$ cat src/clwc_pkg.sv
package clwc_pkg;

  // Defaults for the top-level parameters.
  localparam int ColumnsDefault    = 16;
  localparam int ValueWidthDefault = 32;

  // Fixed byte constants.
  localparam logic [7:0] ClearCmd  = 8'h01;
  localparam logic [7:0] ColMask   = 8'h0F;
  localparam logic [7:0] AsciiZero = 8'h30;

  // Configuration register indexes and reset values.
  localparam int CfgIdxW = 3;

  typedef enum logic [CfgIdxW-1:0] {
    REG_FUNCTION_SET  = 3'd0,
    REG_DISPLAY_CTRL  = 3'd1,
    REG_INIT_CLEAR    = 3'd2,
    REG_ENTRY_MODE    = 3'd3,
    REG_ROW0_BASE     = 3'd4,
    REG_ROW1_BASE     = 3'd5
  } cfg_idx_e;

  localparam logic [7:0] FunctionSetRst = 8'd56;
  localparam logic [7:0] DisplayCtrlRst = 8'd12;
  localparam logic [7:0] InitClearRst   = 8'd1;
  localparam logic [7:0] EntryModeRst   = 8'd6;
  localparam logic [7:0] Row0BaseRst    = 8'd128;
  localparam logic [7:0] Row1BaseRst    = 8'd192;

  typedef struct packed {
    logic [7:0] function_set_cmd;
    logic [7:0] display_control_cmd;
    logic [7:0] init_clear_cmd;
    logic [7:0] entry_mode_cmd;
    logic [7:0] row0_base;
    logic [7:0] row1_base;
  } cfg_t;

  // Request opcodes.
  typedef enum logic [2:0] {
    OP_INIT   = 3'd0,
    OP_CMD    = 3'd1,
    OP_CHAR   = 3'd2,
    OP_GOTO   = 3'd3,
    OP_CLEAR  = 3'd4,
    OP_NUMBER = 3'd5
  } opcode_e;

  // Microcode fields.
  typedef logic [3:0] upc_t;

  typedef enum logic [2:0] {
    SRC_FUNC,
    SRC_DISP,
    SRC_ICLR,
    SRC_ENTRY,
    SRC_DATA,
    SRC_GOTO,
    SRC_CLEAR,
    SRC_DIGIT
  } src_e;

  typedef enum logic [1:0] {
    LAST_NO,
    LAST_YES,
    LAST_FINAL
  } last_e;

  typedef enum logic [1:0] {
    DP_NONE,
    DP_CONV,
    DP_SKIP,
    DP_DIGIT
  } dp_op_e;

  typedef enum logic [2:0] {
    CD_ALWAYS,
    CD_GOTO_OK,
    CD_CONV_BUSY,
    CD_LEAD_ZERO,
    CD_MORE_DIGITS
  } cond_e;

  typedef struct packed {
    logic   emit;
    src_e   src;
    logic   is_data;
    last_e  last;
    dp_op_e op;
    cond_e  cond;
    logic   dispatch;
    upc_t   addr_t;
    upc_t   addr_f;
  } ctrl_t;

  // Datapath flags seen by the sequencer.
  typedef struct packed {
    logic goto_ok;
    logic conv_busy;
    logic lead_zero;
    logic more_digits;
    logic out_busy;
  } stat_t;

  // Microprogram entry points.
  localparam upc_t A_IDLE    = 4'd0;
  localparam upc_t A_INIT    = 4'd1;
  localparam upc_t A_INIT1   = 4'd2;
  localparam upc_t A_INIT2   = 4'd3;
  localparam upc_t A_INIT3   = 4'd4;
  localparam upc_t A_CMD     = 4'd5;
  localparam upc_t A_CHAR    = 4'd6;
  localparam upc_t A_GOTO    = 4'd7;
  localparam upc_t A_GOTO_WR = 4'd8;
  localparam upc_t A_CLEAR   = 4'd9;
  localparam upc_t A_CONV    = 4'd10;
  localparam upc_t A_SKIP    = 4'd11;
  localparam upc_t A_DIGIT   = 4'd12;

  function automatic ctrl_t cw(logic emit, src_e src, logic is_data, last_e last,
                               dp_op_e op, cond_e cond, logic dispatch,
                               upc_t addr_t, upc_t addr_f);
    ctrl_t c;
    c.emit     = emit;
    c.src      = src;
    c.is_data  = is_data;
    c.last     = last;
    c.op       = op;
    c.cond     = cond;
    c.dispatch = dispatch;
    c.addr_t   = addr_t;
    c.addr_f   = addr_f;
    return c;
  endfunction

  // Control store: one word per step.
  function automatic ctrl_t ucode(upc_t addr);
    ctrl_t c;
    unique case (addr)
      A_IDLE:    c = cw(1'b0, SRC_DATA,  1'b0, LAST_NO,    DP_NONE,  CD_ALWAYS,
                        1'b1, A_IDLE, A_IDLE);
      A_INIT:    c = cw(1'b1, SRC_FUNC,  1'b0, LAST_NO,    DP_NONE,  CD_ALWAYS,
                        1'b0, A_INIT1, A_INIT1);
      A_INIT1:   c = cw(1'b1, SRC_DISP,  1'b0, LAST_NO,    DP_NONE,  CD_ALWAYS,
                        1'b0, A_INIT2, A_INIT2);
      A_INIT2:   c = cw(1'b1, SRC_ICLR,  1'b0, LAST_NO,    DP_NONE,  CD_ALWAYS,
                        1'b0, A_INIT3, A_INIT3);
      A_INIT3:   c = cw(1'b1, SRC_ENTRY, 1'b0, LAST_YES,   DP_NONE,  CD_ALWAYS,
                        1'b0, A_IDLE, A_IDLE);
      A_CMD:     c = cw(1'b1, SRC_DATA,  1'b0, LAST_YES,   DP_NONE,  CD_ALWAYS,
                        1'b0, A_IDLE, A_IDLE);
      A_CHAR:    c = cw(1'b1, SRC_DATA,  1'b1, LAST_YES,   DP_NONE,  CD_ALWAYS,
                        1'b0, A_IDLE, A_IDLE);
      A_GOTO:    c = cw(1'b0, SRC_GOTO,  1'b0, LAST_NO,    DP_NONE,  CD_GOTO_OK,
                        1'b0, A_GOTO_WR, A_IDLE);
      A_GOTO_WR: c = cw(1'b1, SRC_GOTO,  1'b0, LAST_YES,   DP_NONE,  CD_ALWAYS,
                        1'b0, A_IDLE, A_IDLE);
      A_CLEAR:   c = cw(1'b1, SRC_CLEAR, 1'b0, LAST_YES,   DP_NONE,  CD_ALWAYS,
                        1'b0, A_IDLE, A_IDLE);
      A_CONV:    c = cw(1'b0, SRC_DIGIT, 1'b1, LAST_NO,    DP_CONV,  CD_CONV_BUSY,
                        1'b0, A_CONV, A_SKIP);
      A_SKIP:    c = cw(1'b0, SRC_DIGIT, 1'b1, LAST_NO,    DP_SKIP,  CD_LEAD_ZERO,
                        1'b0, A_SKIP, A_DIGIT);
      A_DIGIT:   c = cw(1'b1, SRC_DIGIT, 1'b1, LAST_FINAL, DP_DIGIT, CD_MORE_DIGITS,
                        1'b0, A_DIGIT, A_IDLE);
      default:   c = cw(1'b0, SRC_DATA,  1'b0, LAST_NO,    DP_NONE,  CD_ALWAYS,
                        1'b0, A_IDLE, A_IDLE);
    endcase
    return c;
  endfunction

  // Entry point for each request opcode.
  function automatic upc_t dispatch(logic [2:0] op);
    upc_t a;
    unique case (opcode_e'(op))
      OP_INIT:   a = A_INIT;
      OP_CMD:    a = A_CMD;
      OP_CHAR:   a = A_CHAR;
      OP_GOTO:   a = A_GOTO;
      OP_CLEAR:  a = A_CLEAR;
      OP_NUMBER: a = A_CONV;
      default:   a = A_IDLE;
    endcase
    return a;
  endfunction

endpackage

$ cat src/clwc_cfg_regs.sv
module clwc_cfg_regs (
  input  logic                        clk_i,
  input  logic                        rst_ni,
  input  logic                        cfg_valid_i,
  output logic                        cfg_ready_o,
  input  logic [clwc_pkg::CfgIdxW-1:0] cfg_index_i,
  input  logic [7:0]                  cfg_data_i,
  output clwc_pkg::cfg_t              cfg_o
);

  clwc_pkg::cfg_t cfg_q;

  // Writes are always taken; ready is tied high.
  assign cfg_ready_o = 1'b1;
  assign cfg_o       = cfg_q;

  // Register file; unknown indexes are dropped.
  always_ff @(posedge clk_i or negedge rst_ni) begin
    if (!rst_ni) begin
      cfg_q.function_set_cmd    <= clwc_pkg::FunctionSetRst;
      cfg_q.display_control_cmd <= clwc_pkg::DisplayCtrlRst;
      cfg_q.init_clear_cmd      <= clwc_pkg::InitClearRst;
      cfg_q.entry_mode_cmd      <= clwc_pkg::EntryModeRst;
      cfg_q.row0_base           <= clwc_pkg::Row0BaseRst;
      cfg_q.row1_base           <= clwc_pkg::Row1BaseRst;
    end else if (cfg_valid_i) begin
      case (clwc_pkg::cfg_idx_e'(cfg_index_i))
        clwc_pkg::REG_FUNCTION_SET: cfg_q.function_set_cmd    <= cfg_data_i;
        clwc_pkg::REG_DISPLAY_CTRL: cfg_q.display_control_cmd <= cfg_data_i;
        clwc_pkg::REG_INIT_CLEAR:   cfg_q.init_clear_cmd      <= cfg_data_i;
        clwc_pkg::REG_ENTRY_MODE:   cfg_q.entry_mode_cmd      <= cfg_data_i;
        clwc_pkg::REG_ROW0_BASE:    cfg_q.row0_base           <= cfg_data_i;
        clwc_pkg::REG_ROW1_BASE:    cfg_q.row1_base           <= cfg_data_i;
        default: ;
      endcase
    end
  end

endmodule

$ cat src/clwc_sequencer.sv
module clwc_sequencer (
  input  logic                  clk_i,
  input  logic                  rst_ni,
  input  logic                  in_valid_i,
  input  logic [2:0]            opcode_i,
  output logic                  in_stall_o,
  output logic                  in_fire_o,
  input  clwc_pkg::stat_t       stat_i,
  output clwc_pkg::ctrl_t       ctrl_o,
  output logic                  adv_o
);

  clwc_pkg::upc_t upc_q, upc_d;
  logic           cond_true;

  // Control word of the current step.
  assign ctrl_o = clwc_pkg::ucode(upc_q);

  // A write step waits while the output register is full and stalled.
  assign adv_o = !(ctrl_o.emit && stat_i.out_busy);

  // Requests are taken only at the idle step.
  assign in_stall_o = (upc_q != clwc_pkg::A_IDLE);
  assign in_fire_o  = in_valid_i && !in_stall_o;

  // Jump condition select.
  always_comb begin
    unique case (ctrl_o.cond)
      clwc_pkg::CD_ALWAYS:      cond_true = 1'b1;
      clwc_pkg::CD_GOTO_OK:     cond_true = stat_i.goto_ok;
      clwc_pkg::CD_CONV_BUSY:   cond_true = stat_i.conv_busy;
      clwc_pkg::CD_LEAD_ZERO:   cond_true = stat_i.lead_zero;
      clwc_pkg::CD_MORE_DIGITS: cond_true = stat_i.more_digits;
      default:                  cond_true = 1'b1;
    endcase
  end

  // Next step address.
  always_comb begin
    if (!adv_o) begin
      upc_d = upc_q;
    end else if (ctrl_o.dispatch) begin
      upc_d = in_fire_o ? clwc_pkg::dispatch(opcode_i) : ctrl_o.addr_f;
    end else begin
      upc_d = cond_true ? ctrl_o.addr_t : ctrl_o.addr_f;
    end
  end

  always_ff @(posedge clk_i or negedge rst_ni) begin
    if (!rst_ni) begin
      upc_q <= clwc_pkg::A_IDLE;
    end else begin
      upc_q <= upc_d;
    end
  end

  // A blocked write step must not move on.
  a_hold_on_backpressure: assert property (@(posedge clk_i) disable iff (!rst_ni)
    (ctrl_o.emit && stat_i.out_busy) |=> (upc_q == $past(upc_q)))
    else $error("step counter moved while a write was blocked");

  // Without a request the idle step stays put.
  a_idle_waits: assert property (@(posedge clk_i) disable iff (!rst_ni)
    (upc_q == clwc_pkg::A_IDLE && !in_valid_i) |=> (upc_q == clwc_pkg::A_IDLE))
    else $error("sequencer left idle without a request");

endmodule

$ cat src/clwc_datapath.sv
module clwc_datapath #(
  parameter int COLUMNS     = clwc_pkg::ColumnsDefault,
  parameter int VALUE_WIDTH = clwc_pkg::ValueWidthDefault
) (
  input  logic              clk_i,
  input  logic              rst_ni,
  input  logic              in_fire_i,
  input  logic [7:0]        data_byte_i,
  input  logic [7:0]        row_i,
  input  logic [7:0]        column_i,
  input  logic [31:0]       value_i,
  input  clwc_pkg::cfg_t    cfg_i,
  input  clwc_pkg::ctrl_t   ctrl_i,
  input  logic              adv_i,
  output clwc_pkg::stat_t   stat_o,
  output logic              out_valid_o,
  input  logic              out_stall_i,
  output logic              is_data_o,
  output logic [7:0]        bus_byte_o,
  output logic              last_o
);

  // Conversion handles four binary bits per step.
  localparam int ConvSteps = (VALUE_WIDTH + 3) / 4;
  localparam int BinW      = ConvSteps * 4;
  localparam int NumDigits = (VALUE_WIDTH * 77) / 256 + 1;
  localparam int BcdW      = NumDigits * 4;
  localparam int IterW     = $clog2(ConvSteps + 1);
  localparam int CntW      = $clog2(NumDigits + 1);

  logic [7:0]      data_q;
  logic [7:0]      goto_byte_q;
  logic            goto_ok_q;
  logic [BinW-1:0] bin_q, bin_c;
  logic [BcdW-1:0] bcd_q, bcd_c;
  logic [IterW-1:0] iter_q;
  logic [CntW-1:0]  cnt_q;
  logic [3:0]      top_digit;
  logic            final_digit;
  logic            lead_zero;
  logic            out_valid_q;
  logic            is_data_q, last_q;
  logic [7:0]      bus_byte_q;
  logic [7:0]      byte_sel;
  logic            last_sel;
  logic            emit_fire;
  logic            goto_ok_d;
  logic [7:0]      goto_byte_d;

  assign top_digit   = bcd_q[BcdW-1 -: 4];
  assign final_digit = (cnt_q == CntW'(1));
  assign lead_zero   = (top_digit == 4'd0) && !final_digit;
  assign emit_fire   = adv_i && ctrl_i.emit;

  // Goto check and byte are formed at accept time.
  assign goto_ok_d   = (row_i == 8'd0 || row_i == 8'd1) && (column_i < 8'(COLUMNS));
  assign goto_byte_d = (column_i & clwc_pkg::ColMask) |
                       ((row_i == 8'd0) ? cfg_i.row0_base : cfg_i.row1_base);

  // Flags for the sequencer's jumps.
  always_comb begin
    stat_o.goto_ok     = goto_ok_q;
    stat_o.conv_busy   = (iter_q != IterW'(1));
    stat_o.lead_zero   = lead_zero;
    stat_o.more_digits = !final_digit;
    stat_o.out_busy    = out_valid_q && out_stall_i;
  end

  // One double-dabble step: four shift-and-adjust rounds.
  always_comb begin
    bcd_c = bcd_q;
    bin_c = bin_q;
    for (int s = 0; s < 4; s++) begin
      for (int k = 0; k < NumDigits; k++) begin
        if (bcd_c[k*4 +: 4] >= 4'd5) begin
          bcd_c[k*4 +: 4] = bcd_c[k*4 +: 4] + 4'd3;
        end
      end
      bcd_c = {bcd_c[BcdW-2:0], bin_c[BinW-1]};
      bin_c = {bin_c[BinW-2:0], 1'b0};
    end
  end

  // Byte source select.
  always_comb begin
    unique case (ctrl_i.src)
      clwc_pkg::SRC_FUNC:  byte_sel = cfg_i.function_set_cmd;
      clwc_pkg::SRC_DISP:  byte_sel = cfg_i.display_control_cmd;
      clwc_pkg::SRC_ICLR:  byte_sel = cfg_i.init_clear_cmd;
      clwc_pkg::SRC_ENTRY: byte_sel = cfg_i.entry_mode_cmd;
      clwc_pkg::SRC_DATA:  byte_sel = data_q;
      clwc_pkg::SRC_GOTO:  byte_sel = goto_byte_q;
      clwc_pkg::SRC_CLEAR: byte_sel = clwc_pkg::ClearCmd;
      clwc_pkg::SRC_DIGIT: byte_sel = clwc_pkg::AsciiZero | {4'd0, top_digit};
      default:             byte_sel = data_q;
    endcase
  end

  // Last-word flag select.
  always_comb begin
    unique case (ctrl_i.last)
      clwc_pkg::LAST_NO:    last_sel = 1'b0;
      clwc_pkg::LAST_YES:   last_sel = 1'b1;
      clwc_pkg::LAST_FINAL: last_sel = final_digit;
      default:              last_sel = 1'b0;
    endcase
  end

  // Step counters and output valid.
  always_ff @(posedge clk_i or negedge rst_ni) begin
    if (!rst_ni) begin
      iter_q      <= '0;
      cnt_q       <= '0;
      out_valid_q <= 1'b0;
    end else begin
      if (in_fire_i) begin
        iter_q <= IterW'(ConvSteps);
        cnt_q  <= CntW'(NumDigits);
      end else if (adv_i) begin
        case (ctrl_i.op)
          clwc_pkg::DP_CONV:  iter_q <= iter_q - IterW'(1);
          clwc_pkg::DP_SKIP:  if (lead_zero) cnt_q <= cnt_q - CntW'(1);
          clwc_pkg::DP_DIGIT: cnt_q <= cnt_q - CntW'(1);
          default: ;
        endcase
      end
      if (emit_fire) begin
        out_valid_q <= 1'b1;
      end else if (!out_stall_i) begin
        out_valid_q <= 1'b0;
      end
    end
  end

  // Payload registers.
  always_ff @(posedge clk_i) begin
    if (in_fire_i) begin
      data_q      <= data_byte_i;
      goto_ok_q   <= goto_ok_d;
      goto_byte_q <= goto_byte_d;
      bin_q       <= BinW'(value_i[VALUE_WIDTH-1:0]);
      bcd_q       <= '0;
    end else if (adv_i) begin
      case (ctrl_i.op)
        clwc_pkg::DP_CONV: begin
          bin_q <= bin_c;
          bcd_q <= bcd_c;
        end
        clwc_pkg::DP_SKIP: if (lead_zero) bcd_q <= {bcd_q[BcdW-5:0], 4'd0};
        clwc_pkg::DP_DIGIT: bcd_q <= {bcd_q[BcdW-5:0], 4'd0};
        default: ;
      endcase
    end
    if (emit_fire) begin
      is_data_q  <= ctrl_i.is_data;
      bus_byte_q <= byte_sel;
      last_q     <= last_sel;
    end
  end

  assign out_valid_o = out_valid_q;
  assign is_data_o   = is_data_q;
  assign bus_byte_o  = bus_byte_q;
  assign last_o      = last_q;

  // A write never lands on a word that is still waiting.
  a_no_overwrite: assert property (@(posedge clk_i) disable iff (!rst_ni)
    emit_fire |-> !(out_valid_q && out_stall_i))
    else $error("output word overwritten while stalled");

  // Digit writes only happen while digits remain.
  a_digit_count: assert property (@(posedge clk_i) disable iff (!rst_ni)
    (ctrl_i.op == clwc_pkg::DP_DIGIT) |-> (cnt_q != '0))
    else $error("digit write with no digits left");

endmodule

$ cat src/char_lcd_write_controller_core.sv
// Each request runs a microprogram from the idle step; bus words leave through a
// one-word output register. A goto first checks its row and column, then writes; a
// number runs the decimal conversion loop (four bits per step), skips leading zeros,
// then writes its digits. A new request is taken only once the sequencer is back at
// idle, and a write step waits while the output register is full and stalled.
// Reset: asynchronous, active low; sequencer idles, output empties, registers take defaults.
module char_lcd_write_controller_core #(
  parameter int COLUMNS     = clwc_pkg::ColumnsDefault,
  parameter int VALUE_WIDTH = clwc_pkg::ValueWidthDefault
) (
  input  logic                         clk_i,
  input  logic                         rst_ni,
  input  logic                         cfg_valid_i,
  output logic                         cfg_ready_o,
  input  logic [clwc_pkg::CfgIdxW-1:0] cfg_index_i,
  input  logic [7:0]                   cfg_data_i,
  input  logic                         in_valid_i,
  output logic                         in_stall_o,
  input  logic [2:0]                   opcode_i,
  input  logic [7:0]                   data_byte_i,
  input  logic [7:0]                   row_i,
  input  logic [7:0]                   column_i,
  input  logic [31:0]                  value_i,
  output logic                         out_valid_o,
  input  logic                         out_stall_i,
  output logic                         is_data_o,
  output logic [7:0]                   bus_byte_o,
  output logic                         last_o
);

  clwc_pkg::cfg_t  cfg;
  clwc_pkg::ctrl_t ctrl;
  clwc_pkg::stat_t stat;
  logic            adv;
  logic            in_fire;

  // Configuration registers.
  clwc_cfg_regs u_cfg (
    .clk_i       (clk_i),
    .rst_ni      (rst_ni),
    .cfg_valid_i (cfg_valid_i),
    .cfg_ready_o (cfg_ready_o),
    .cfg_index_i (cfg_index_i),
    .cfg_data_i  (cfg_data_i),
    .cfg_o       (cfg)
  );

  // Microprogram sequencer.
  clwc_sequencer u_seq (
    .clk_i      (clk_i),
    .rst_ni     (rst_ni),
    .in_valid_i (in_valid_i),
    .opcode_i   (opcode_i),
    .in_stall_o (in_stall_o),
    .in_fire_o  (in_fire),
    .stat_i     (stat),
    .ctrl_o     (ctrl),
    .adv_o      (adv)
  );

  // Datapath with decimal converter and output register.
  clwc_datapath #(
    .COLUMNS     (COLUMNS),
    .VALUE_WIDTH (VALUE_WIDTH)
  ) u_dp (
    .clk_i       (clk_i),
    .rst_ni      (rst_ni),
    .in_fire_i   (in_fire),
    .data_byte_i (data_byte_i),
    .row_i       (row_i),
    .column_i    (column_i),
    .value_i     (value_i),
    .cfg_i       (cfg),
    .ctrl_i      (ctrl),
    .adv_i       (adv),
    .stat_o      (stat),
    .out_valid_o (out_valid_o),
    .out_stall_i (out_stall_i),
    .is_data_o   (is_data_o),
    .bus_byte_o  (bus_byte_o),
    .last_o      (last_o)
  );

endmodule

$ cat config.mk
export PLATFORM = sky130hd
export DESIGN_NAME = char_lcd_write_controller_core
export DESIGN_NICKNAME = d
export VERILOG_FILES = /design/src/clwc_pkg.sv /design/src/clwc_cfg_regs.sv /design/src/clwc_sequencer.sv /design/src/clwc_datapath.sv /design/src/char_lcd_write_controller_core.sv
export SDC_FILE = /design/constraint.sdc
export NUM_CORES = 1
export LEC_CHECK = 0
export BUFFER_PORTS_ARGS = -buffer_cell sky130_fd_sc_hd__buf_2
export CAP_MARGIN = 20
export CORE_ASPECT_RATIO = 1.5
export CORE_MARGIN = 5
export CORE_UTILIZATION = 40
export DETAILED_ROUTE_END_ITERATION = 7
export GPL_TIMING_DRIVEN = 0
export HOLD_SLACK_MARGIN = 0.02
export PLACE_DENSITY = 0.54
export RECOVER_POWER = 25
export SLEW_MARGIN = 25
export SYNTH_ARGS = -nofsm -noshare
export SYNTH_HDL_FRONTEND = slang
export SYNTH_SLANG_ARGS = --single-unit
$ cat constraint.sdc
create_clock -name clk_i -period 4.39 [get_ports clk_i]
set_input_delay 0.878 -clock clk_i [delete_from_list [all_inputs] [get_ports clk_i]]
set_output_delay 0.878 -clock clk_i [all_outputs]
set_load 0.02 [all_outputs]
* After elaboration in Yosys (flattened, before gate mapping)
Memories as Yosys holds them, arrays and structs flattened.
Cells that the tools add are included.
** Storage, ports and cells
- Register bits after elaboration :: 160
- Bits in read-only memories :: 336
- Bits of input ports :: 75
- Output and inout port bits :: 13
- Logic and storage cells :: 227
- Memories kept :: 1
** Cells by class
- Add/subtract/negate cells :: 42
- Magnitude comparators :: 41
- Eq/ne operators :: 33
- Mux-type cells :: 62
- Bitwise logic cells :: 2
- Reductions and logical operators :: 28
** Memory list
- (name not given) :: words 16, bits a word 21, read ports 1, clocked after Yosys merged registers in 0, write ports 0, RTL line clwc_pkg.sv:140 : unique case (addr)
** Operator list (number)
- 4-bit 2-to-1 mux :: 45
- 4-bit by 3-bit greater-or-equal comparator with 1-bit output (second input constant) :: 40
- 4-bit by 2-bit adder with 4-bit output (second input constant) :: 36
- 40-bit one-hot mux with 3 select lines :: 1
- 32-bit 2-to-1 mux :: 3
- 8-bit one-hot mux with 8 select lines :: 1
- 40-bit 2-to-1 mux :: 1
- 3-bit equality test (second input constant) :: 9
- 3-bit by 2-bit equality test with 1-bit output (second input constant) :: 8
- 4-bit one-hot mux with 6 select lines :: 1
- 2-bit AND reduction :: 7
- 3-bit by 2-bit adder with 3-bit output (second input constant) :: 4
- 3-bit by 1-bit equality test with 1-bit output (second input constant) :: 4
- 3-bit 2-to-1 mux :: 4
- 3-bit zero test :: 3
- 8-bit by 1-bit equality test with 1-bit output (second input constant) :: 1
- 8-bit zero test :: 1
- 8-bit by 5-bit less-than comparator with 1-bit output (second input constant) :: 1
- 8-bit 2-to-1 mux :: 1
- 4-bit by 8-bit OR with 8-bit output :: 1
- 4-bit one-hot mux with 2 select lines :: 1
- 4-bit by 1-bit subtractor with 4-bit output (second input constant) :: 2
- 2-bit equality test (second input constant) :: 3
- 1-bit logical AND :: 6
- 16 further kinds :: 24

* Longest topological paths before layout
Gate-level depths: netlist of run 1.
- Depth in word-level cells :: 9
- Mapped depth :: 19
- Gate-level depth less buffers :: 19

* Modules after synthesis
Synthesis of run 1 repeated with hierarchy kept, for this count alone.
** Second synthesis, totals
- Cells, all modules :: 1347
- Area, all modules :: 12319.3 µm²
** By module, submodules not included
- clwc_datapath :: instances 1, cells an instance 1127, area each 9644.2 µm², sequential area each 2797.7 µm²
- clwc_cfg_regs :: instances 1, cells an instance 108, area each 1858.0 µm², sequential area each 1214.9 µm²
- clwc_sequencer :: instances 1, cells an instance 112, area each 817.0 µm², sequential area each 100.1 µm²

* Least setup slack after synthesis of run 1
No wires, ideal clock.
- Kind :: register to register
- Start :: register u_dp.bcd_q[32]
- End :: register u_dp.bcd_q[38]
- Setup time :: 0.086 ns
- Arrival :: 3.728 ns
- Setup slack :: 0.576 ns
- Stages on the path, launching flop included :: 20
- Path buffers :: 0
- Period minus slack after synthesis :: 3.814 ns
- Cell sequence :: dfxtp_1 > inv_1 > ha_1 > nor2b_1 > or3_1 > nand2_1 > ha_1 > o21bai_1 > a21oi_1 > or2_2 > ha_1 > inv_1 > a21oi_1 > o31ai_1 > ha_1 > inv_1 > o22ai_1 > o31a_1 > mux2_4 > a221oi_2
** Between the ends
- Word-level cells in the longest chain between the ends :: 9
** RTL lines
- start: declaration :: RTL line clwc_datapath.sv:35 : logic [BcdW-1:0] bcd_q, bcd_c;
- start signal: assignment :: RTL line clwc_datapath.sv:149 : clwc_pkg::DP_SKIP: if (lead_zero) bcd_q <= {bcd_q[BcdW-5:0], 4'd0};
- start signal: assignment :: RTL line clwc_datapath.sv:150 : clwc_pkg::DP_DIGIT: bcd_q <= {bcd_q[BcdW-5:0], 4'd0};
- 4-bit by 2-bit adder with 4-bit output or 4-bit by 3-bit greater-or-equal comparator with 1-bit output (tied branches) :: RTL line clwc_datapath.sv:76, clwc_datapath.sv:75
- 4-bit 2-to-1 mux * :: RTL line clwc_datapath.sv:75 : if (bcd_c[k*4 +: 4] >= 4'd5) begin
- 4-bit by 2-bit adder with 4-bit output (tied with other cells) :: RTL line clwc_datapath.sv:76 : bcd_c[k*4 +: 4] = bcd_c[k*4 +: 4] + 4'd3;
- 4-bit 2-to-1 mux or 3-bit 2-to-1 mux (tied branches) :: RTL line clwc_datapath.sv:75
- 4-bit by 2-bit adder with 4-bit output (tied with other cells) :: RTL line clwc_datapath.sv:76
- 4-bit 2-to-1 mux or 3-bit 2-to-1 mux (tied branches) :: RTL line clwc_datapath.sv:75
- 4-bit by 3-bit greater-or-equal comparator with 1-bit output or 3-bit by 2-bit adder with 3-bit output (tied branches) :: RTL line clwc_datapath.sv:75, clwc_datapath.sv:76
- 3-bit 2-to-1 mux * :: RTL line clwc_datapath.sv:75
- 40-bit one-hot mux with 3 select lines * :: RTL line clwc_datapath.sv:144 : case (ctrl_i.op)
Every way passes the cells marked *; elsewhere a longest branch is shown, timed or not.
A chain may end at the register's enable or synchronous reset.

* Worst setup path after layout of run 1
- Start :: register u_dp.bcd_q[20]
- End :: register u_dp.bcd_q[21]
** Between the ends
- Word-level cells in the longest chain between the ends :: 9
** RTL lines (RTL line)
- 4-bit by 2-bit adder with 4-bit output or 4-bit by 3-bit greater-or-equal comparator with 1-bit output (tied branches) :: clwc_datapath.sv:76, clwc_datapath.sv:75
- 4-bit 2-to-1 mux * :: clwc_datapath.sv:75
- 4-bit by 2-bit adder with 4-bit output or 4-bit by 3-bit greater-or-equal comparator with 1-bit output (tied branches) :: clwc_datapath.sv:76, clwc_datapath.sv:75
- 4-bit 2-to-1 mux * :: clwc_datapath.sv:75
- 4-bit by 2-bit adder with 4-bit output or 4-bit by 3-bit greater-or-equal comparator with 1-bit output (tied branches) :: clwc_datapath.sv:76, clwc_datapath.sv:75
- 4-bit 2-to-1 mux * :: clwc_datapath.sv:75
- 4-bit by 3-bit greater-or-equal comparator with 1-bit output * :: clwc_datapath.sv:75
- 4-bit 2-to-1 mux * :: clwc_datapath.sv:75
- 40-bit one-hot mux with 3 select lines * :: clwc_datapath.sv:144
Marks and branches as above.

==> results of run 1 <==
[routing by layer]
metal	up-vias	global-route usage [%]	part of all wire [%]
li1	5879	-	-
met1	5771	23.0	39
met2	295	39.2	53
met3	75	3.04	3.9
met4	0	9.55	4.0
met5	-	0	0
[sequential cells by signal, summed over array words and instances (netlist names)]
name and flops:
u_cfg.cfg_o 48, u_dp.bcd_q 40, u_dp.bin_q 32, u_dp.bus_byte_o 8
u_dp.data_q 8, u_dp.goto_byte_q 8, u_dp.cnt_q 4, u_dp.iter_q 4
u_seq.upc_q 4, u_dp.goto_ok_q 1, u_dp.is_data_o 1, u_dp.last_o 1
u_dp.out_valid_o 1
[placed cells by master, fill, tap and decap left out, types with 15 or more instances in the layout]
| cell type | synthesis | final |
|---|---|---|
| o211ai_1 | 26 | 26 |
| buf_2 | 18 | 101 |
| and3_1 | 16 | 16 |
| dfxtp_1 | 40 | 39 |
| mux2_2 | 68 | 68 |
| clkbuf_1 | 44 | 48 |
| nand2_1 | 224 | 222 |
| nand3_1 | 47 | 47 |
| dfrtp_1 | 50 | 50 |
| ha_1 | 50 | 50 |
| o21a_1 | 22 | 22 |
| a31oi_1 | 20 | 20 |
| and2_1 | 18 | 18 |
| mux2i_1 | 25 | 25 |
| inv_1 | 71 | 71 |
| nor2_1 | 104 | 103 |
| edfxtp_1 | 59 | 59 |
| o21ai_0 | 79 | 79 |
| clkbuf_16 | 0 | 17 |
| o22ai_1 | 21 | 21 |
| a21oi_1 | 82 | 82 |
| a211oi_1 | 28 | 28 |
| nor3_1 | 45 | 44 |
| o21ai_1 | 36 | 36 |
| nand2b_1 | 15 | 15 |
| a211o_1 | 18 | 18 |
[per-stage QoR]
| stage | utilization [%] | cell area [sq um] | setup TNS (ns) |
|---|---|---|---|
| after floorplan | - | 12800 | 0 |
| after global placement | 43.3 | 13800 | -24.23 |
| after detailed placement | 43.6 | 13900 | -7.73 |
| after CTS | 45.5 | 14500 | 0 |
| after global routing | 45.5 | 14500 | 0 |
| final | 45.5 | 14500 | 0 |
[worst max-delay path by stage]
stage / endpoint / slack [ns] / cells past startpoint
after CTS: u_dp.bcd_q[38] / 0.02 / 19
after global placement: u_dp.bin_q[27] / -0.76 / 13
after detailed placement: u_dp.bin_q[31] / -0.24 / 13
after global routing: u_dp.bcd_q[21] / 0.01 / 17
final: u_dp.bcd_q[21] / 0.19 / 17
after floorplan: u_dp.bcd_q[38] / 0.58 / 19
[cell type report]
type	instances	area, sq um	share of cell area, %
Clock inverter	12	158	1.09
Clock buffer	20	447	3.09
Timing Repair Buffer	88	464	3.21
Inverter	77	289	2.00
Tap cell	410	513	3.54
Sequential cell	160	4110	28.4
Buffer	77	349	2.41
Multi-Input combinational cell	1218	8140	56.2
[critical path, delay by kind of cell, from the launching register on]
kind / cells / cell delay (ns)
compound gates: 7 / 1.50
mux: 1 / 0.26
simple gates: 4 / 0.81
flops: 1 / 0.49
buf+inv: 2 / 0.26
fa+ha+maj: 3 / 0.75
[cell families after synthesis]
logic type                 Yosys count
adders and majority gates           52
AOI/OAI and AO/OA                  486
other                                1
DFF                                160
and+or+nand+nor                    566
buffers and inverters              154
xor gates and xnor gates            17
muxes                               96
[timing repair]
item,4_1_cts,5_1_grt
endpoints found under the setup margin,32,34
gates resized for setup,2,6
pin swaps,0,1
==> reports/qor.txt, run 1 <==
CTS tree - done
YS warnings - 0
EDFF count, synth - 59
Most common cell in the synthesized netlist - nand2_1
Clock buffers created by TritonCTS - 17
Filler cell count - 3232
Final Max Slew Viols - 49
Worst Tran Pin Value - 2.72 ns
Skew final - 0.0151 ns
Top area cells in the synthesized netlist - edfxtp_1 14%, dfrtp_1 9.7%, nand2_1 6.5%
Worst min-delay path class - input port to asynchronous set/reset pin
Synth Area in Simple Gates - 21.1%
Final count of hold timing violations - 0
DR vias - 12020
Slew headroom - -81.1%
Placer Congestion - 0.902
Pin count of the biggest net entering global routing - 49
Syn Inst Count - 1532
Highest clock rate - 0.238 GHz
Number of global-route vias before repair - 11689
H-tree depth - 4
Synth cell count leaders - 224 x nand2_1, 104 x nor2_1, 82 x a21oi_1
Drt drc - 0
Post-CTS Repair Setup Buffers - 0
Period utilization - 95.7%
Std-Cell Rows - 80
Final min period - 4.20 ns
Initial antenna violation count - 0
Largest stage delay, worst path - 0.49 ns
R2r worst-path depth - 17
Antenna fix cells - 0
Reg2reg setup slack - 0.19 ns
Reg2Reg Launch Point - u_dp.bcd_q[20]
Fin cells - 2062
Clock tree buffer depth - 2
# IOs - 88
Yosys cell types - 117
Cell accounting for the most synthesized area - edfxtp_1
Crit path cell chain - inv_1 -> ha_1 -> and2b_2 -> o21a_1 -> nor2_1 -> inv_1 -> ha_1 -> o21bai_1 -> a211oi_1 -> or2_0 -> ha_1 -> a211oi_1 -> a211o_1 -> a32oi_2 -> nor2_1 -> mux2i_1 -> o211ai_1
Max-cap violations - 1
Clk slew on worst S/H paths - 0.07 ns
Initial DRC count - 811
Main synth FF type - edfxtp_1
Mapped Area - 0.0128 sq mm
Largest family of logic cells by synthesized area - compound AO/OA/AOI/OAI gates
Starting Density - 40.4%
Mux cell area share after synthesis - 8.24%
Synth Area in Adders - 5.02%
# setup viols final - 0
CP arrival - 4.52 ns
RSZ-0062 raised after global routing - no
Kind of start point of the critical path - register
Post-DRT Antenna Nets - 0
Critical path required time - 4.71 ns
Hold WS - 0.467 ns
First drt pass iteration count - 5
Post-synth ARST share - 38.1%
Share of cells above drive strength 1 - 18.6%
GR Overflow Total - 0
Clk sinks - 160
DP HPWL - 29.7 mm
Area growth from synthesis to final layout - 12.6%
Pre-CTS WS - -0.243 ns
Core Box Area - 0.0318 sq mm
Syn Area/Cell - 8.39 sq um
Post-synth net total - 1657
Number of I/O port buffers - 84
Skew-Pair Late Insertion Delay - 0.45 ns
Top cell type's share of synthesized area - 13.8%
Post-synthesis compound-gate area fraction - 27.4%
Placed Instances - 2030
Routed WL - 38.4 mm
DR WL/cell - 18.6 microns
CP Launch Point - u_dp.bcd_q[20]
Global-route wire length before repair - 60.7 mm
Crit-path slowest cell - dfxtp_1
DIE HEIGHT - 230 microns
Crit path max fanout - 6
Seq/Total Area, Yosys - 32.0%
Final nets - 1764
Outcome - finished, violations left
Clk root buf - clkbuf_16
Top cell by count, worst path - ha_1
Die area - 0.0359 sq mm
Synthesized flop and latch total - 160
Reg-to-Reg End - u_dp.bcd_q[21]
Post-CTS Hold Buffers - 0
Die W - 156 microns
Gr usage total - 21.0%
Via/cell ratio - 5.83
Worst Setup Slack, final - 0.190 ns
Post-Synth XOR/XNOR Area - 1.22%
Worst setup EP type - register
Failing checks - capacitance limit, slew limit
Crit Path Category - register to register
Power of run 1 is not shown: default switching activity piles up to over one toggle a cycle in this logic, so the estimate is an artifact.
==> run 2: changes to the inputs <==
CORE_ASPECT_RATIO = 1.2   (was 1.5)
==> run 2 against run 1 <==
Net effect: the flow still finishes with violations (capacitance limit, slew limit); global-route usage fell by 0.83 points; final cell count barely moved; worst hold slack improved by 0.035 ns; fmax rose by 1.5%; die area fell by 0.17%; critical path depth fell by 5; highest routed layer is now met5.
==> reports/qor.txt, run 2 (synthesis gave the netlist of run 1 again) <==
Gr usage total - 20.2% (was 21.0%)
Global-route wire length before repair - 59.2 mm (was 60.7 mm)
Drt drc - 0 (unchanged)
Kind of start point of the critical path - register (unchanged)
Fin util - 45.2% (was 45.5%)
H-tree depth - 4 (unchanged)
DR WL/cell - 17.9 microns (was 18.6 microns)
Skew final - 0.0144 ns (was 0.0151 ns)
Std-Cell Rows - 72 (was 80)
Initial DRC count - 771 (was 811)
Final count of hold timing violations - 0 (unchanged)
Worst Tran Pin Value - 2.42 ns (was 2.72 ns)
Slew headroom - -61.7% (was -81.1%)
Routed WL - 36.9 mm (was 38.4 mm)
Final non-filler cell area - 0.0144 sq mm (was 0.0145 sq mm)
Placed cell area - 0.0139 sq mm (about the same)
Core Box Area - 0.0320 sq mm (was 0.0318 sq mm)
Most frequent cells in the layout - 222 x nand2_1, 104 x nor2_1, 102 x buf_2 (was 222 x nand2_1, 103 x nor2_1, 101 x buf_2)
Number of global-route vias before repair - 11142 (was 11689)
Clk root buf - clkbuf_16 (unchanged)
DP HPWL - 28.3 mm (was 29.7 mm)
Failing checks - capacitance limit, slew limit (unchanged)
Crit path max fanout - 10 (was 6)
First drt pass iteration count - 5 (unchanged)
# setup viols final - 0 (unchanged)
Share of cells above drive strength 1 - 18.8% (was 18.6%)
Worst min-delay path class - register to register (was input port to asynchronous set/reset pin)
Max-cap violations - 1 (unchanged)
DR vias - 11762 (was 12020)
Critical path required time - 4.75 ns (was 4.71 ns)
Reg2reg setup slack - 0.25 ns (was 0.19 ns)
Highest clock rate - 0.242 GHz (was 0.238 GHz)
Pin count of the biggest net entering global routing - 43 (was 49)
CP arrival - 4.50 ns (was 4.52 ns)
Starting Density - 40.2% (was 40.4%)
GR Overflow Total - 0 (unchanged)
Crit Path Category - register to register (unchanged)
Final Max Slew Viols - 43 (was 49)
Die area - 0.0358 sq mm (was 0.0359 sq mm)
Worst setup EP type - register (unchanged)
DIE HEIGHT - 206 microns (was 230 microns)
Post-CTS Hold Buffers - 0 (unchanged)
Die W - 174 microns (was 156 microns)
Via/cell ratio - 5.71 (was 5.83)
Filler cell count - 3191 (was 3232)
Clock buffers created by TritonCTS - 17 (unchanged)
CTS tree - done (unchanged)
Area growth from synthesis to final layout - 12.4% (was 12.6%)
Final min period - 4.14 ns (was 4.20 ns)
Placer Congestion - 0.899 (was 0.902)
# IOs - 88 (unchanged)
Outcome - finished, violations left (unchanged)
Clock tree buffer depth - 2 (unchanged)
Post-DRT Antenna Nets - 0 (unchanged)
Period utilization - 94.3% (was 95.7%)
Clk slew on worst S/H paths - 0.08 ns (was 0.07 ns)
Number of I/O port buffers - 84 (unchanged)
Leading cell type in the layout, fill and taps excluded - nand2_1 (unchanged)
Initial antenna violation count - 4 (was 0)
Final nets - 1763 (was 1764)
Skew-Pair Late Insertion Delay - 0.43 ns (was 0.45 ns)
RSZ-0062 raised after global routing - no (unchanged)
Clk sinks - 160 (unchanged)
Number of flip-flops in the largest register - 48 (unchanged)
## run 2: area by class of cell
class	instances	area, sq um	area share (%)
Antenna cell	2	5.00	0.0346
Buffer	77	349	2.42
Clock buffer	17	425	2.94
Clock inverter	15	150	1.04
Inverter	77	289	2.00
Multi-Input combinational cell	1218	8150	56.4
Sequential cell	160	4110	28.5
Tap cell	407	509	3.52
Timing Repair Buffer	87	458	3.17
## run 2: through the flow
stage               setup TNS [ns]  hold slack (ns)  setup WS [ns]  instances
detailed placement           -9.20            0.485         -0.290       2025
global route                     0            0.516         0.0268       2060
global placement            -25.09            0.482         -0.786       2023
CTS                              0            0.326          0.123       2057
floorplan                        0            0.459          0.576       1532
finish                           0            0.502          0.250       2060
## run 2: worst max-delay path, stage by stage (launching register included)
cell and delay [ns]:
dfrtp_1 0.38, clkbuf_1 0.30, inv_1 0.10, ha_1 0.18, buf_2 0.17, nand2_1 0.26, o211ai_1 0.16, o311ai_1 0.24
o21ai_1 0.44, nor2_1 0.81, clkbuf_1 0.64, o2111ai_1 0.23, o211ai_1 0.13
## run 2: path summary, 6_finish.rpt
check,from,endpoint,depth (start not counted)
worst max-delay path,u_seq.upc_q[1],u_dp.bcd_q[6],12
worst min-delay path,u_cfg.cfg_o[2],u_cfg.cfg_o[2],1
worst max register to register,u_seq.upc_q[1],u_dp.bcd_q[6],12
worst min register to register,u_cfg.cfg_o[2],u_cfg.cfg_o[2],1
max in group asynchronous,rst_ni,u_cfg.cfg_o[26],2
min in group asynchronous,rst_ni,u_cfg.cfg_o[9],1
## run 2: routing by layer
layer	global-route usage, %	up-vias	share of wire [%]
met5	0	-	0.035
met4	5.01	2	1.8
met3	3.22	42	4.0
met2	36.4	264	50
met1	25.4	5576	45
li1	-	5878	-
## run 2: timing repair
action | in CTS | in global routing
endpoints found under the setup margin | 33 | 35
pin swaps | 0 | 1
resized for setup | 3 | 5
buffers inserted | 0 | 1
Power of run 2 is left out for the same reason.
==> run 3: changes to the inputs <==
--- a/config.mk
+++ b/config.mk
@@ -20,2 +20,3 @@
 export SYNTH_HDL_FRONTEND = slang
+export SYNTH_HIERARCHICAL = 1
 export SYNTH_SLANG_ARGS = --single-unit
==> constraint.sdc (replaced) <==
create_clock -name clk_i -period 4.39 [get_ports clk_i]
set_input_delay 0 -clock clk_i [delete_from_list [all_inputs] [get_ports clk_i]]
set_output_delay 0 -clock clk_i [all_outputs]
set_load 0.02 [all_outputs]
==> run 3 against run 2 <==
Net effect: the flow still finishes with violations (capacitance limit, slew limit); die area shrank 4.2%; count of clock-buffer cells in the layout is the same; setup slack gained 0.079 ns; synthesized area shrank 4.4%; global-route usage shrank 0.89 points; worst hold slack lost 0.44 ns; clock skew grew 0.0039 ns.
==> reports/qor.txt, run 3 <==
Outcome - finished, violations left (unchanged)
Failing checks - capacitance limit, slew limit (unchanged)
Clk sinks - 160 (unchanged)
CP arrival - 4.39 ns (was 4.50 ns)
Mapped Area - 0.0123 sq mm (was 0.0128 sq mm)
Layer with the highest usage - met2 (unchanged)
Max-cap violations - 2 (was 1)
Most frequent cells in the layout - 101 x mux2_2, 96 x buf_2, 96 x nor2_1 (was 222 x nand2_1, 104 x nor2_1, 102 x buf_2)
DP HPWL - 24.0 mm (was 28.3 mm)
Core Box Area - 0.0304 sq mm (was 0.0320 sq mm)
Kind of start point of the critical path - register (unchanged)
Filler cell count - 2942 (was 3191)
Reg2reg setup slack - 0.33 ns (was 0.25 ns)
Number of global-route vias before repair - 10637 (was 11142)
YS warnings - 6 (was 0)
Crit Path Category - register to register (unchanged)
RSZ-0062 raised after global routing - no (unchanged)
Gr usage total - 19.3% (was 20.2%)
Clk slew on worst S/H paths - 0.06 ns (was 0.08 ns)
DR WL/cell - 17.3 microns (was 17.9 microns)
Clock buffers created by TritonCTS - 17 (unchanged)
Worst path depth - 19 (was 12)
Setup TNS - 0 ns (unchanged)
Antenna fix cells - 0 (was 2)
Syn Inst Count - 1339 (was 1532)
GR Util met2 - 35.2% (was 36.4%)
Crit-path slowest cell - dfxtp_1 (was nor2_1)
Worst min-delay path class - input port to register (was register to register)
Worst setup EP type - register (unchanged)
Die W - 170 microns (was 174 microns)
Share of cells above drive strength 1 - 23.1% (was 18.8%)
Initial DRC count - 688 (was 771)
Via/cell ratio - 5.56 (was 5.71)
Drt drc - 0 (unchanged)
Final min period - 4.06 ns (was 4.14 ns)
Delay-heaviest family, CP - simple AND/OR/NAND/NOR gates (was buffers and inverters)
Global-route wire length before repair - 54.4 mm (was 59.2 mm)
Final count of hold timing violations - 0 (unchanged)
Post-synth net total - 1467 (was 1657)
# IOs - 88 (unchanged)
Area taken by multi-input logic gates - 0.00756 sq mm (was 0.00815 sq mm)
Final nets - 1632 (was 1763)
Slew headroom - -18.9% (was -61.7%)
Crit path to - u_dp/bcd_q[10] (was u_dp.bcd_q[6])
Buffers & Inverters on Critical Path - 3 (was 4)
Critical path required time - 4.72 ns (was 4.75 ns)
Starting Density - 40.4% (was 40.2%)
Number of flip-flops in the largest register - 48 (unchanged)
GR Overflow Total - 0 (unchanged)
Routed WL - 33.2 mm (was 36.9 mm)
Initial antenna violation count - 0 (was 4)
First drt pass iteration count - 5 (unchanged)
Final Max Slew Viols - 64 (was 43)
Syn Area/Cell - 9.17 sq um (was 8.39 sq um)
Skew-Pair Late Insertion Delay - 0.43 ns (about the same)
Number of I/O port buffers - 85 (was 84)
Clk root buf - clkbuf_16 (unchanged)
Worst Tran Pin Value - 1.78 ns (was 2.42 ns)
Clock tree buffer depth - 2 (unchanged)
Period utilization - 92.5% (was 94.3%)
Crit path cell chain - inv_1 -> ha_1 -> nor2b_1 -> or3_1 -> and2_1 -> inv_1 -> ha_1 -> o21bai_1 -> a211oi_1 -> nor2_1 -> inv_1 -> ha_1 -> nor4b_1 -> a211oi_1 -> o32a_1 -> nor2_1 -> o21a_1 -> a211oi_2 -> o41ai_2 (was clkbuf_1 -> inv_1 -> ha_1 -> buf_2 -> nand2_1 -> o211ai_1 -> o311ai_1 -> o21ai_1 -> nor2_1 -> clkbuf_1 -> o2111ai_1 -> o211ai_1)
Leading cell type in the layout, fill and taps excluded - mux2_2 (was nand2_1)
Reg2Reg Launch Point - u_dp/bcd_q[4] (was u_seq.upc_q[1])
Sequential Area - 0.00411 sq mm (about the same)
CP Launch Point - u_dp/bcd_q[4] (was u_seq.upc_q[1])
Post-CTS Repair Setup Buffers - 0 (unchanged)
Post-DRT Antenna Nets - 0 (unchanged)
Die area - 0.0343 sq mm (was 0.0358 sq mm)
Reg-to-Reg End - u_dp/bcd_q[10] (was u_dp.bcd_q[6])
Met3 usage - 2.17% (was 3.22%)
DIE HEIGHT - 202 microns (was 206 microns)
Placer Congestion - 0.871 (was 0.899)
# setup viols final - 0 (unchanged)
DR vias - 10634 (was 11762)
H-tree depth - 4 (unchanged)
Skew final - 0.0182 ns (was 0.0144 ns)
M1 GR Usage - 24.3% (was 25.4%)
Highest clock rate - 0.246 GHz (was 0.242 GHz)
Crit path max fanout - 5 (was 10)
Area growth from synthesis to final layout - 17.2% (was 12.4%)
Pin count of the biggest net entering global routing - 33 (was 43)
Std-Cell Rows - 70 (was 72)
Largest stage delay, worst path - 0.39 ns (was 0.81 ns)
CTS tree - done (unchanged)
R2r worst-path depth - 19 (was 12)
-- run 3: repair_timing --
item                                    CTS  global route
endpoints found under the hold margin   152             0
gates resized for setup                   0             3
hold buffers                             60             0
endpoints found under the setup margin    0             2
-- run 3: metrics by stage --
stage | std cells | hold slack (ns) | area, sq um | util (%) | setup WS (ns)
final | 1913 | 0.0603 | 14400 | 47.3 | 0.329
after CTS | 1913 | 0.0322 | 14400 | 47.4 | 0.343
after global routing | 1913 | 0.0792 | 14400 | 47.3 | 0.0232
after floorplan | 1339 | -0.296 | 12300 | - | 0.814
after global placement | 1820 | 0.177 | 13200 | 43.4 | 0.0411
after detailed placement | 1821 | -0.0202 | 13200 | 43.5 | 0.375
-- run 3: worst min path at each step --
| stage | start | slack (ns) | end | depth (start not counted) |
|---|---|---|---|---|
| global route | opcode_i[1] | 0.08 | u_seq/upc_q[1] | 4 |
| CTS | row_i[0] | 0.03 | u_dp/goto_byte_q[3] | 4 |
| finish | row_i[0] | 0.06 | u_dp/goto_byte_q[0] | 4 |
| floorplan | rst_ni | -0.30 | u_cfg/cfg_o[0] | 0 |
| detailed placement | rst_ni | -0.02 | u_cfg/cfg_o[5] | 1 |
| global placement | data_byte_i[5] | 0.18 | u_dp/data_q[5] | 1 |
-- run 3: cell type report --
cell class | instances | area share (%)
timing repair buffer | 146 | 7.14
tap | 396 | 3.44
buffer | 71 | 2.37
sequential | 160 | 28.6
multi-input combinational | 1033 | 52.5
clock inverter | 15 | 1.02
inverter | 75 | 1.96
clock buffer | 17 | 2.96
-- run 3: metal layers --
layer	vias up	share of wire [%]
li1	5311	-
met1	5107	45
met2	193	51
met3	23	3.1
met4	0	1.2
met5	-	0
-- run 3: worst register-to-register path, stage by stage (launching register included) --
cell      delay (ns)
dfxtp_1         0.39
inv_1           0.12
ha_1            0.24
nor2b_1         0.15
or3_1           0.38
and2_1          0.18
inv_1           0.13
ha_1            0.22
o21bai_1        0.14
a211oi_1        0.12
nor2_1          0.15
inv_1           0.06
ha_1            0.25
nor4b_1         0.37
a211oi_1        0.08
o32a_1          0.38
nor2_1          0.13
o21a_1          0.13
a211oi_2        0.06
o41ai_2         0.29
Power of run 3 is left out for the same reason.
